===== src/pps_pkg.sv =====
// shared constants and types for the pwm prescaler / period search core
// no dependencies
package pps_pkg;

    localparam int DIV_W           = 30;
    localparam int DIV_STEPS       = DIV_W;
    localparam int CNT_W           = $clog2(DIV_STEPS);
    localparam int PSC_COUNT_DEF   = 4096;
    localparam int PERIOD_BITS_DEF = 16;

    localparam logic [DIV_W-1:0] CLK_RESET = DIV_W'(24000000);

    typedef enum logic [4:0] {
        S_IDLE = 5'b00001,
        S_DIV1 = 5'b00010,
        S_DIV2 = 5'b00100,
        S_DIV3 = 5'b01000,
        S_DONE = 5'b10000
    } t_state;

endpackage


===== src/pwm_prescaler_period_search_core.sv =====
// a zero-frequency transaction raises the strobe in the next cycle; otherwise each prescaler
// tried runs three divisions on one restoring divider (two when the period is too wide or the
// search ends on a quotient below 2) and the strobe follows the last of them
// throughput: one transaction at a time; busy stays high through the strobe cycle
// the result is shown for one cycle on o_valid; the receiver cannot stall
// reset (synchronous, active low) returns to idle and loads source clock 24000000
module pwm_prescaler_period_search_core #(
    parameter int PRESCALER_COUNT = pps_pkg::PSC_COUNT_DEF,
    parameter int PERIOD_BITS     = pps_pkg::PERIOD_BITS_DEF,
    parameter int PSC_W           = (PRESCALER_COUNT > 1) ? $clog2(PRESCALER_COUNT) : 1
) (
    input  logic                     i_clk,
    input  logic                     i_rst_n,
    input  logic                     i_cfg_valid,
    output logic                     o_cfg_ready,
    input  logic [pps_pkg::DIV_W-1:0] i_source_clock_hz,
    input  logic                     start,
    output logic                     busy,
    input  logic [pps_pkg::DIV_W-1:0] i_frequency_hz,
    output logic                     o_valid,
    output logic                     o_found,
    output logic [PSC_W-1:0]         o_prescaler,
    output logic [PERIOD_BITS-1:0]   o_period,
    output logic [pps_pkg::DIV_W-1:0] o_error_hz
);
    import pps_pkg::*;

    localparam logic [PSC_W-1:0] LAST_PSC = PSC_W'(PRESCALER_COUNT - 1);

    t_state                 r_state, n_state;
    logic [DIV_W-1:0]       r_clk;
    logic [DIV_W-1:0]       r_freq, n_freq;
    logic [PSC_W-1:0]       r_p, n_p;
    logic [DIV_W-1:0]       r_divd, n_divd;
    logic [DIV_W-1:0]       r_per, n_per;
    logic [DIV_W-1:0]       r_rem, n_rem;
    logic [DIV_W-1:0]       r_quo, n_quo;
    logic [DIV_W-1:0]       r_den, n_den;
    logic [CNT_W-1:0]       r_cnt, n_cnt;
    logic                   r_found, n_found;
    logic [PSC_W-1:0]       r_best_psc, n_best_psc;
    logic [PERIOD_BITS-1:0] r_best_per, n_best_per;
    logic [DIV_W-1:0]       r_best_err, n_best_err;

    logic [DIV_W:0]   rem_sh;
    logic             ge;
    logic [DIV_W-1:0] step_rem;
    logic [DIV_W-1:0] step_quo;
    logic             last;
    logic [DIV_W-1:0] err;
    logic             per_fits;
    logic             better;

    // shared restoring divider step
    always_comb begin
        rem_sh   = {r_rem, r_quo[DIV_W-1]};
        ge       = rem_sh >= {1'b0, r_den};
        step_rem = ge ? DIV_W'(rem_sh - {1'b0, r_den}) : rem_sh[DIV_W-1:0];
        step_quo = {r_quo[DIV_W-2:0], ge};
        last     = r_cnt == CNT_W'(DIV_STEPS - 1);
        err      = (step_quo > r_freq) ? (step_quo - r_freq) : (r_freq - step_quo);
        per_fits = (step_quo - DIV_W'(2)) >> PERIOD_BITS == '0;
        better   = !r_found || (err < r_best_err);
    end

    always_comb begin
        n_state    = r_state;
        n_freq     = r_freq;
        n_p        = r_p;
        n_divd     = r_divd;
        n_per      = r_per;
        n_rem      = step_rem;
        n_quo      = step_quo;
        n_den      = r_den;
        n_cnt      = r_cnt + CNT_W'(1);
        n_found    = r_found;
        n_best_psc = r_best_psc;
        n_best_per = r_best_per;
        n_best_err = r_best_err;
        case (r_state)
            S_IDLE: begin
                n_rem = r_rem;
                n_quo = r_quo;
                n_cnt = r_cnt;
                if (start) begin
                    n_freq     = i_frequency_hz;
                    n_found    = 1'b0;
                    n_best_psc = '0;
                    n_best_per = '0;
                    n_best_err = '0;
                    n_p        = '0;
                    if (i_frequency_hz == '0) begin
                        n_state = S_DONE;
                    end else begin
                        n_rem   = '0;
                        n_quo   = r_clk;
                        n_den   = DIV_W'(1);
                        n_cnt   = '0;
                        n_state = S_DIV1;
                    end
                end
            end
            S_DIV1: begin
                if (last) begin
                    n_divd  = step_quo;
                    n_rem   = '0;
                    n_quo   = step_quo;
                    n_den   = r_freq;
                    n_cnt   = '0;
                    n_state = S_DIV2;
                end
            end
            S_DIV2: begin
                if (last) begin
                    n_rem = '0;
                    n_cnt = '0;
                    if (step_quo < DIV_W'(2)) begin
                        // divided clock only falls with p, so no later prescaler fits
                        n_state = S_DONE;
                    end else if (per_fits) begin
                        n_per   = step_quo - DIV_W'(2);
                        n_quo   = r_divd;
                        n_den   = step_quo;
                        n_state = S_DIV3;
                    end else if (r_p == LAST_PSC) begin
                        n_state = S_DONE;
                    end else begin
                        n_p     = r_p + PSC_W'(1);
                        n_quo   = r_clk;
                        n_den   = DIV_W'(r_p) + DIV_W'(2);
                        n_state = S_DIV1;
                    end
                end
            end
            S_DIV3: begin
                if (last) begin
                    n_rem = '0;
                    n_cnt = '0;
                    if (better) begin
                        n_found    = 1'b1;
                        n_best_psc = r_p;
                        n_best_per = PERIOD_BITS'(r_per);
                        n_best_err = err;
                    end
                    if ((better && err == '0) || r_p == LAST_PSC) begin
                        n_state = S_DONE;
                    end else begin
                        n_p     = r_p + PSC_W'(1);
                        n_quo   = r_clk;
                        n_den   = DIV_W'(r_p) + DIV_W'(2);
                        n_state = S_DIV1;
                    end
                end
            end
            S_DONE: begin
                n_rem   = r_rem;
                n_quo   = r_quo;
                n_cnt   = r_cnt;
                n_state = S_IDLE;
            end
            default: begin
                n_state = S_IDLE;
            end
        endcase
    end

    always_ff @(posedge i_clk) begin
        if (!i_rst_n) begin
            r_state <= S_IDLE;
            r_clk   <= CLK_RESET;
            r_cnt   <= '0;
            r_found <= 1'b0;
            r_p     <= '0;
        end else begin
            r_state <= n_state;
            r_cnt   <= n_cnt;
            r_found <= n_found;
            r_p     <= n_p;
            if (i_cfg_valid && o_cfg_ready) begin
                r_clk <= i_source_clock_hz;
            end
        end
    end

    always_ff @(posedge i_clk) begin
        r_freq     <= n_freq;
        r_divd     <= n_divd;
        r_per      <= n_per;
        r_rem      <= n_rem;
        r_quo      <= n_quo;
        r_den      <= n_den;
        r_best_psc <= n_best_psc;
        r_best_per <= n_best_per;
        r_best_err <= n_best_err;
    end

    // no register write in the cycle a transaction is taken
    assign o_cfg_ready = (r_state == S_IDLE) && !start;
    assign busy        = r_state != S_IDLE;
    assign o_valid     = r_state == S_DONE;
    assign o_found     = r_found;
    assign o_prescaler = r_best_psc;
    assign o_period    = r_best_per;
    assign o_error_hz  = r_best_err;

    a_strobe_single: assert property (@(posedge i_clk) disable iff (!i_rst_n)
        o_valid |=> !o_valid)
        else $error("result strobe held for two cycles");

    a_not_found_zero: assert property (@(posedge i_clk) disable iff (!i_rst_n)
        (o_valid && !o_found) |-> (o_prescaler == '0 && o_period == '0 && o_error_hz == '0))
        else $error("not-found result carries nonzero fields");

    a_zero_freq: assert property (@(posedge i_clk) disable iff (!i_rst_n)
        (start && !busy && i_frequency_hz == '0) |=> (o_valid && !o_found))
        else $error("zero frequency not reported as not found");

    a_cnt_range: assert property (@(posedge i_clk) disable iff (!i_rst_n)
        r_cnt <= CNT_W'(DIV_STEPS - 1))
        else $error("divider step count out of range");

    a_cfg_idle: assert property (@(posedge i_clk) disable iff (!i_rst_n)
        (busy && $stable(r_state)) |-> !o_cfg_ready)
        else $error("configuration accepted during a search");

endmodule


===== config.mk =====
export PLATFORM = sky130hd
export DESIGN_NAME = pwm_prescaler_period_search_core
export DESIGN_NICKNAME = d
export VERILOG_FILES = /design/src/pps_pkg.sv /design/src/pwm_prescaler_period_search_core.sv
export SDC_FILE = /design/constraint.sdc
export NUM_CORES = 1
export LEC_CHECK = 0
export BUFFER_PORTS_ARGS = -buffer_cell sky130_fd_sc_hd__buf_4
export CORE_AREA = 2 2 183 185
export DETAILED_ROUTE_END_ITERATION = 8
export DIE_AREA = 0 0 185 187
export GPL_TIMING_DRIVEN = 0
export PLACE_DENSITY = 0.78
export SETUP_SLACK_MARGIN = 0.1
export SLEW_MARGIN = 20
export SYNTH_ARGS = -nofsm -noshare
export SYNTH_HDL_FRONTEND = slang
export SYNTH_SLANG_ARGS = --single-unit

===== constraint.sdc =====
create_clock -name i_clk -period 14 [get_ports i_clk]
set_input_delay 1.4 -clock i_clk [delete_from_list [all_inputs] [get_ports i_clk]]
set_output_delay 1.4 -clock i_clk [all_outputs]
set_load 0.05 [all_outputs]

=== Word-level counts from Yosys, hierarchy flattened ===
Cells that the tools add are included.

* Register bits: 277
* Input port bits: 64
* Output and inout bits: 62
* Word-level logic and storage cells: 130

* Add/subtract/negate cells: 7
* $lt $le $gt $ge: 4
* Eq/ne operators: 19
* Muxes and demuxes: 62
* Bitwise logic cells: 2
* Reductions and logical operators: 22

{| class="wikitable"
|+ Operators with widths
! operator !! count
|-
| $mux W30 || 25
|-
| $pmux W30 S4 || 2
|-
| $mux W12 || 9
|-
| $logic_not A30 Y1 || 3
|-
| $pmux W30 S3 || 1
|-
| $sub A30 B30 Y30 || 3
|-
| $mux W5 || 12
|-
| $pmux W30 S2 || 1
|-
| $mux W16 || 3
|-
| $pmux W12 S3 || 1
|-
| $pmux W16 S2 || 1
|-
| $ge A31 B30 Y1 || 1
|-
| $gt A30 B30 Y1 || 1
|-
| $lt A30 B2 Y1 const B || 1
|-
| $lt A30 B30 Y1 || 1
|-
| $sub A30 B2 Y30 const B || 1
|-
| $pmux W12 S2 || 1
|-
| $ne A2 B2 Y1 const B || 10
|-
| $pmux W5 S4 || 1
|-
| $pmux W5 S3 || 1
|-
| $add A12 B2 Y13 const B || 1
|-
| $add A12 B1 Y12 const B || 1
|-
| $eq A12 B12 Y1 const B || 1
|-
| $reduce_and A4 Y1 || 3
|-
| other kinds (22) || 31
|}

=== Logic depth before layout (Yosys ltp) ===
* Depth in word-level cells: 10
* Gate-level depth with buffers: 44
* Gate-level depth less buffers: 39

=== Least setup slack after synthesis ===
No wires, ideal clock.

* Path type: reg-to-reg
* Start: reg r_rem[0]
* End: reg r_best_err[0], in the netlist o_error_hz[0] (enable)
* Library setup time: 493 ps
* Arrival time: 9,750 ps
* Data required time: 13,507 ps
* Setup slack: 3,757 ps
* Cell stages (with the launch flop): 37
* Buffers on the path: 3
* Period minus slack after synthesis: 10,243 ps
* Path through: edfxtp_1 > ha_1 > nor2b_1 > o21a_1 > o21ai_0 > a211oi_1 > o211ai_1 > a211oi_1 > o31ai_1 > nor2b_1 > o41ai_1 > nand4_1 > a31oi_1 > clkbuf_1 > inv_1 > ha_1 > inv_1 > fa_1 > a21o_1 > a221oi_2 > o31ai_4 > a21bo_4 > a21oi_2 > buf_4 > buf_4 > nor3_1 > or3_1 > nand2_1 > ha_1 > a2111oi_0 > o21ai_0 > a221oi_1 > o41ai_1 > a22oi_1 > a21oi_1 > or2_2 > a21oi_1

* Cells in the longest elaborated chain, start to end: 7
* Elaborated cells between the ends (all ways): 9
* Those cells by class: add/sub (2); order compare (3); eq/ne (1); mux (1); reduce/logical (2)

{| class="wikitable"
|+ RTL lines
! item !! RTL line !! source
|-
| from (decl) || pwm_prescaler_period_search_core.sv:36 || <nowiki>logic [DIV_W-1:0] r_rem, n_rem;</nowiki>
|-
| from (signal assigned) || pwm_prescaler_period_search_core.sv:189 || <nowiki>r_rem <= n_rem;</nowiki>
|-
| $ge A31 B30 Y1 (*) || pwm_prescaler_period_search_core.sv:57 || <nowiki>ge = rem_sh >= {1'b0, r_den};</nowiki>
|-
| via ge || pwm_prescaler_period_search_core.sv:46 || <nowiki>logic ge;</nowiki>
|-
| $sub A30 B30 Y30 or $gt A30 B30 Y1 (tied branches) || pwm_prescaler_period_search_core.sv:61 || <nowiki>err = (step_quo > r_freq) ? (step_quo - r_freq) : (r_freq - step_quo);</nowiki>
|-
| $mux W30 (*) || pwm_prescaler_period_search_core.sv:61 ||
|-
| via err[17] || pwm_prescaler_period_search_core.sv:50 || <nowiki>logic [DIV_W-1:0] err;</nowiki>
|-
| $lt A30 B30 Y1 (*) || pwm_prescaler_period_search_core.sv:63 || <nowiki>better = !r_found || (err < r_best_err);</nowiki>
|-
| $logic_or A1 B1 Y1 (*) || pwm_prescaler_period_search_core.sv:63 ||
|-
| $ne A2 B2 Y1 (no source line) (*) || -- ||
|-
| $reduce_and A4 Y1 (no source line) (*) || -- ||
|-
| to (signal assigned) || pwm_prescaler_period_search_core.sv:194 || <nowiki>r_best_err <= n_best_err;</nowiki>
|-
| to (decl) || pwm_prescaler_period_search_core.sv:43 || <nowiki>logic [DIV_W-1:0] r_best_err, n_best_err;</nowiki>
|}

The timed path passes the listed nets; every way through them passes the cells marked *.
A chain may end at the register's enable or synchronous reset.

=== Final worst setup path ===
* Start: reg r_rem[0]
* End: reg r_den[29] (enable)

* Cells in the longest elaborated chain, start to end: 9
* Elaborated cells between the ends (all ways): 17
* Those cells by class: add/sub (3); order compare (4); eq/ne (3); mux (1); reduce/logical (6)

{| class="wikitable"
|+ RTL lines
! item !! RTL line !! source
|-
| $ge A31 B30 Y1 (*) || pwm_prescaler_period_search_core.sv:57 ||
|-
| via ge || pwm_prescaler_period_search_core.sv:46 ||
|-
| $sub A30 B30 Y30 or $gt A30 B30 Y1 (tied branches) || pwm_prescaler_period_search_core.sv:61 ||
|-
| $mux W30 (*) || pwm_prescaler_period_search_core.sv:61 ||
|-
| via err[17] || pwm_prescaler_period_search_core.sv:50 ||
|-
| $lt A30 B30 Y1 || pwm_prescaler_period_search_core.sv:63 ||
|-
| $logic_or A1 B1 Y1 || pwm_prescaler_period_search_core.sv:63 ||
|-
| $logic_and A1 B1 Y1 (*) || pwm_prescaler_period_search_core.sv:145 || <nowiki>if ((better && err == '0) || r_p == LAST_PSC) begin</nowiki>
|-
| $logic_or A1 B1 Y1 (*) || pwm_prescaler_period_search_core.sv:145 ||
|-
| $ne A2 B2 Y1 (no source line) (*) || -- ||
|-
| $reduce_and A9 Y1 (no source line) (*) || -- ||
|-
| to (signal assigned) || pwm_prescaler_period_search_core.sv:191 || <nowiki>r_den <= n_den;</nowiki>
|-
| to (decl) || pwm_prescaler_period_search_core.sv:38 || <nowiki>logic [DIV_W-1:0] r_den, n_den;</nowiki>
|}

Marked as above.

==> results.yml <==
worst_setup_path:
  critPathCaptureType: "register"
  crit_family: "compound AO/OA/AOI/OAI gates"
  crit_buf_inv: 10
  cp_max_fo: 12
  cp_data_arrival_time_ps: 13310
  worstSetupPathType: "register to register"
  critPathMostFrequentCell: "buf_2"
  required_ps: 14350
  worst_setup_path_start_kind: "register"
  max_stage_delay_ps: 710
  critPathSlowestCell: "a22oi_1"
routing:
  drt_iter0_drc: 2335
  via_count: 18600
  first_pass_iters: 7
  wirelength_um: 66900
  via_per_inst: 6.54
  wl_per_cell_um: 23.5
  route.detailed.drc: 0
  drtAntennaViolNets: 0
logic_synthesis:
  syn-cell-area_mm2: 0.0193
  netlist.area_leader.share_pct: 34.8
  synth_cell_types: 100
  synth_nets: 2384
  async_flop_share_pct: 0
  syn_avg_cell_area_um2: 8.82
  synth_flop_cell: "edfxtp_1"
  synth.most_common_cell: "a21oi_1"
  synth_enable_flop_cells: 224
  ys_ff_latch: 277
  yosysSeqAreaShare_pct: 40.2
  yosysTopAreaCell: "edfxtp_1"
  ys.warnings.count: 0
  synth_commonest_cells: "286 x a21oi_1, 224 x edfxtp_1, 222 x nor2_1, 172 x nand2_1, 157 x inv_1"
  synth_cells: 2194
  synth_area_leaders: "edfxtp_1 35%, ha_1 8.0%, a21oi_1 7.4%, dfxtp_1 5.5%, nor2_1 4.3%"
power:
  vdd_drop_max_uv: 137
  p_clk_share_pct: 13.1
  p_sw_mw: 3.25
  p_comb_share_pct: 63.8
  internal_power_mw: 3.08
  power.share.switching_pct: 51.4
  p_per_area_mw_per_mm2: 286
  leakage_nw: 8.85
  pwr-share-seq_pct: 23.1
timing:
  finalSetupViolCount: 0
  rsz0062_at_grt: "false"
  slew_violations: 0
  timing.final.crit_share_pct: 92.6
  slew_headroom_pct: 28.5
  clock_skew_ps: 24.2
  final-hold-violation-count: 0
  min_period_ps: 12970
  worst_pin_slew_ps: 1070
  fmax_mhz: 77.1
grt:
  grt_antenna_before_repair: 1
  overflow: 0
  grt_pass1_vias: 17600
  grt_start_max_net_pins: 28
  grt_pass1_wl_um: 100000
  grtUsageTotal_pct: 37.9
finish:
  antenna_cells: 0
  final_area_mm2: 0.0221
  utilization_pct: 67.4
  drive_gt1_share_pct: 12.6
  final.fill_count: 2649
  fin_nets: 2562
  area_delta_synth_final_pct: 14.5
  layout.cells.non_filler: 2844
hold_path:
  hold_path.class: "register to register"
place:
  dpl_cell_area_mm2: 0.0211
  globalplace.congestion: 0.996
  placed_cells: 2787
  dp.final_hpwl_um: 51700
  portBuffers: 125
clocking:
  clk_latency_ps: 620
  cts_inserted_buffers: 31
  post_cts_resized: 0
  max-clock-path-buffers: 3
  hold_buffers: 0
  cts-root-buf: "clkbuf_16"
  clk_pin_slew_ps: 70
  cts_tree: "built"
  cts.sinks: 277
  h-tree-depth: 1
  post_cts_buffers: 0
floorplan:
  core_area_mm2: 0.0329
  ioPinCount: 126
  rows: 67
  start_util_pct: 58.9
  dieArea_mm2: 0.0346
  die_h_um: 187
  die-width_um: 185
run:
  drv_cap: 0
status:
  status: "finished clean"
[worst register-to-register path: cells and delay by family (launching register included)]
kind	cells	cell delay [ps]
AOI/OAI and AO/OA	21	6330
adders and majority gates	4	1250
buffers and inverters	10	2110
DFF	1	450
and+or+nand+nor	9	2550
[registers in the layout, summed over array words and instances, names as in the netlist]
register / cells
o_error_hz: 30
r_clk: 30
r_den: 30
r_divd: 30
r_freq: 30
r_quo: 30
r_rem: 30
o_period: 16
r_per: 16
o_prescaler: 12
r_p: 12
r_cnt: 5
r_state: 5
o_found: 1
[per-stage QoR]
| step | TNS (ps) | setup WS (ps) | hold WS (ps) | power [mW] |
|---|---|---|---|---|
| 2_1_floorplan | 0 | 3760 | 449 | 4.14 |
| 3_3_place_gp | -42540 | -507 | 475 | 5.26 |
| 3_5_place_dp | 0 | 1580 | 479 | 5.36 |
| 4_1_cts | 0 | 1520 | 489 | 6.19 |
| 5_1_grt | 0 | 836 | 525 | 6.67 |
| 6_report | 0 | 1030 | 488 | 6.32 |
[cell usage in the layout, fill, tap and decap left out, types with 8 or more instances in the layout]
cell type / netlist / final
a22oi_1: 8 / 8
o221ai_1: 13 / 13
clkbuf_16: 0 / 31
xnor2_1: 40 / 40
or4_1: 10 / 10
nor4_1: 23 / 22
a21o_1: 36 / 36
nor2b_1: 10 / 10
mux2i_1: 31 / 31
buf_4: 14 / 146
o211ai_1: 10 / 10
a21oi_2: 11 / 11
and2_1: 65 / 64
a22o_1: 8 / 8
edfxtp_1: 224 / 224
nand4_1: 32 / 32
nor3_1: 45 / 43
or3_1: 14 / 14
nand2_1: 172 / 172
nand3_1: 48 / 48
and3_1: 13 / 13
nand2b_1: 14 / 14
dfxtp_1: 53 / 53
nor2_1: 222 / 221
o21bai_1: 16 / 16
o21ai_0: 146 / 146
or2_2: 10 / 10
o311ai_0: 9 / 8
nand4b_1: 31 / 31
o21a_1: 12 / 12
inv_1: 157 / 157
xor2_1: 13 / 13
buf_2: 30 / 34
a211oi_1: 20 / 20
clkbuf_1: 67 / 69
a221oi_1: 10 / 10
ha_1: 123 / 123
a21oi_1: 286 / 285
o31ai_1: 15 / 15
[power by group through the flow]
stage	logic, mW	registers [mW]	clock network, mW
6_report	4.04	1.46	0.826
3_5_place_dp	3.90	1.46	0
3_3_place_gp	3.78	1.48	0
4_1_cts	3.92	1.45	0.829
5_1_grt	4.35	1.47	0.858
2_1_floorplan	2.59	1.55	0
[metal layers]
layer,global-route usage (%),up-vias,wire length (um)
li1,-,8401,-
met1,52.0,8764,26800
met2,57.3,1229,28800
met3,8.94,219,8000
met4,16.3,0,3240
met5,0,-,0
[final timing paths]
path                           from                endpoint  slack (ps)  cells past startpoint
max              r_rem[0]$_DFFE_PP_     r_den[29]$_DFFE_PP_        1030                     44
min          r_clk[25]$_SDFFE_PN0P_  r_clk[25]$_SDFFE_PN0P_         490                      2
max reg2reg      r_rem[0]$_DFFE_PP_     r_den[29]$_DFFE_PP_        1030                     44
min reg2reg  r_clk[25]$_SDFFE_PN0P_  r_clk[25]$_SDFFE_PN0P_         490                      2
[area by class of cell]
type                    instances  area, um2  area share (%)
flip-flops and latches        277       7790            35.2
multi-input cells            1636      10400            47.0
clock buffers                  34        797            3.60
well taps                     448        561            2.53
clock inverters                23        225            1.02
repair buffers                145       1170            5.30
inverters                     159        597            2.69
plain buffers                 122        601            2.71
[cell families after synthesis]
logic type	count (synthesis)	share of synthesized area (%)
muxes	33	1.72
buffers and inverters	281	6.19
xor gates and xnor gates	53	2.40
and+or+nand+nor	746	19.5
DFF	277	40.2
adders and majority gates	126	8.26
AOI/OAI and AO/OA	678	21.7
Note: power is estimated with default switching activity, not from simulation.
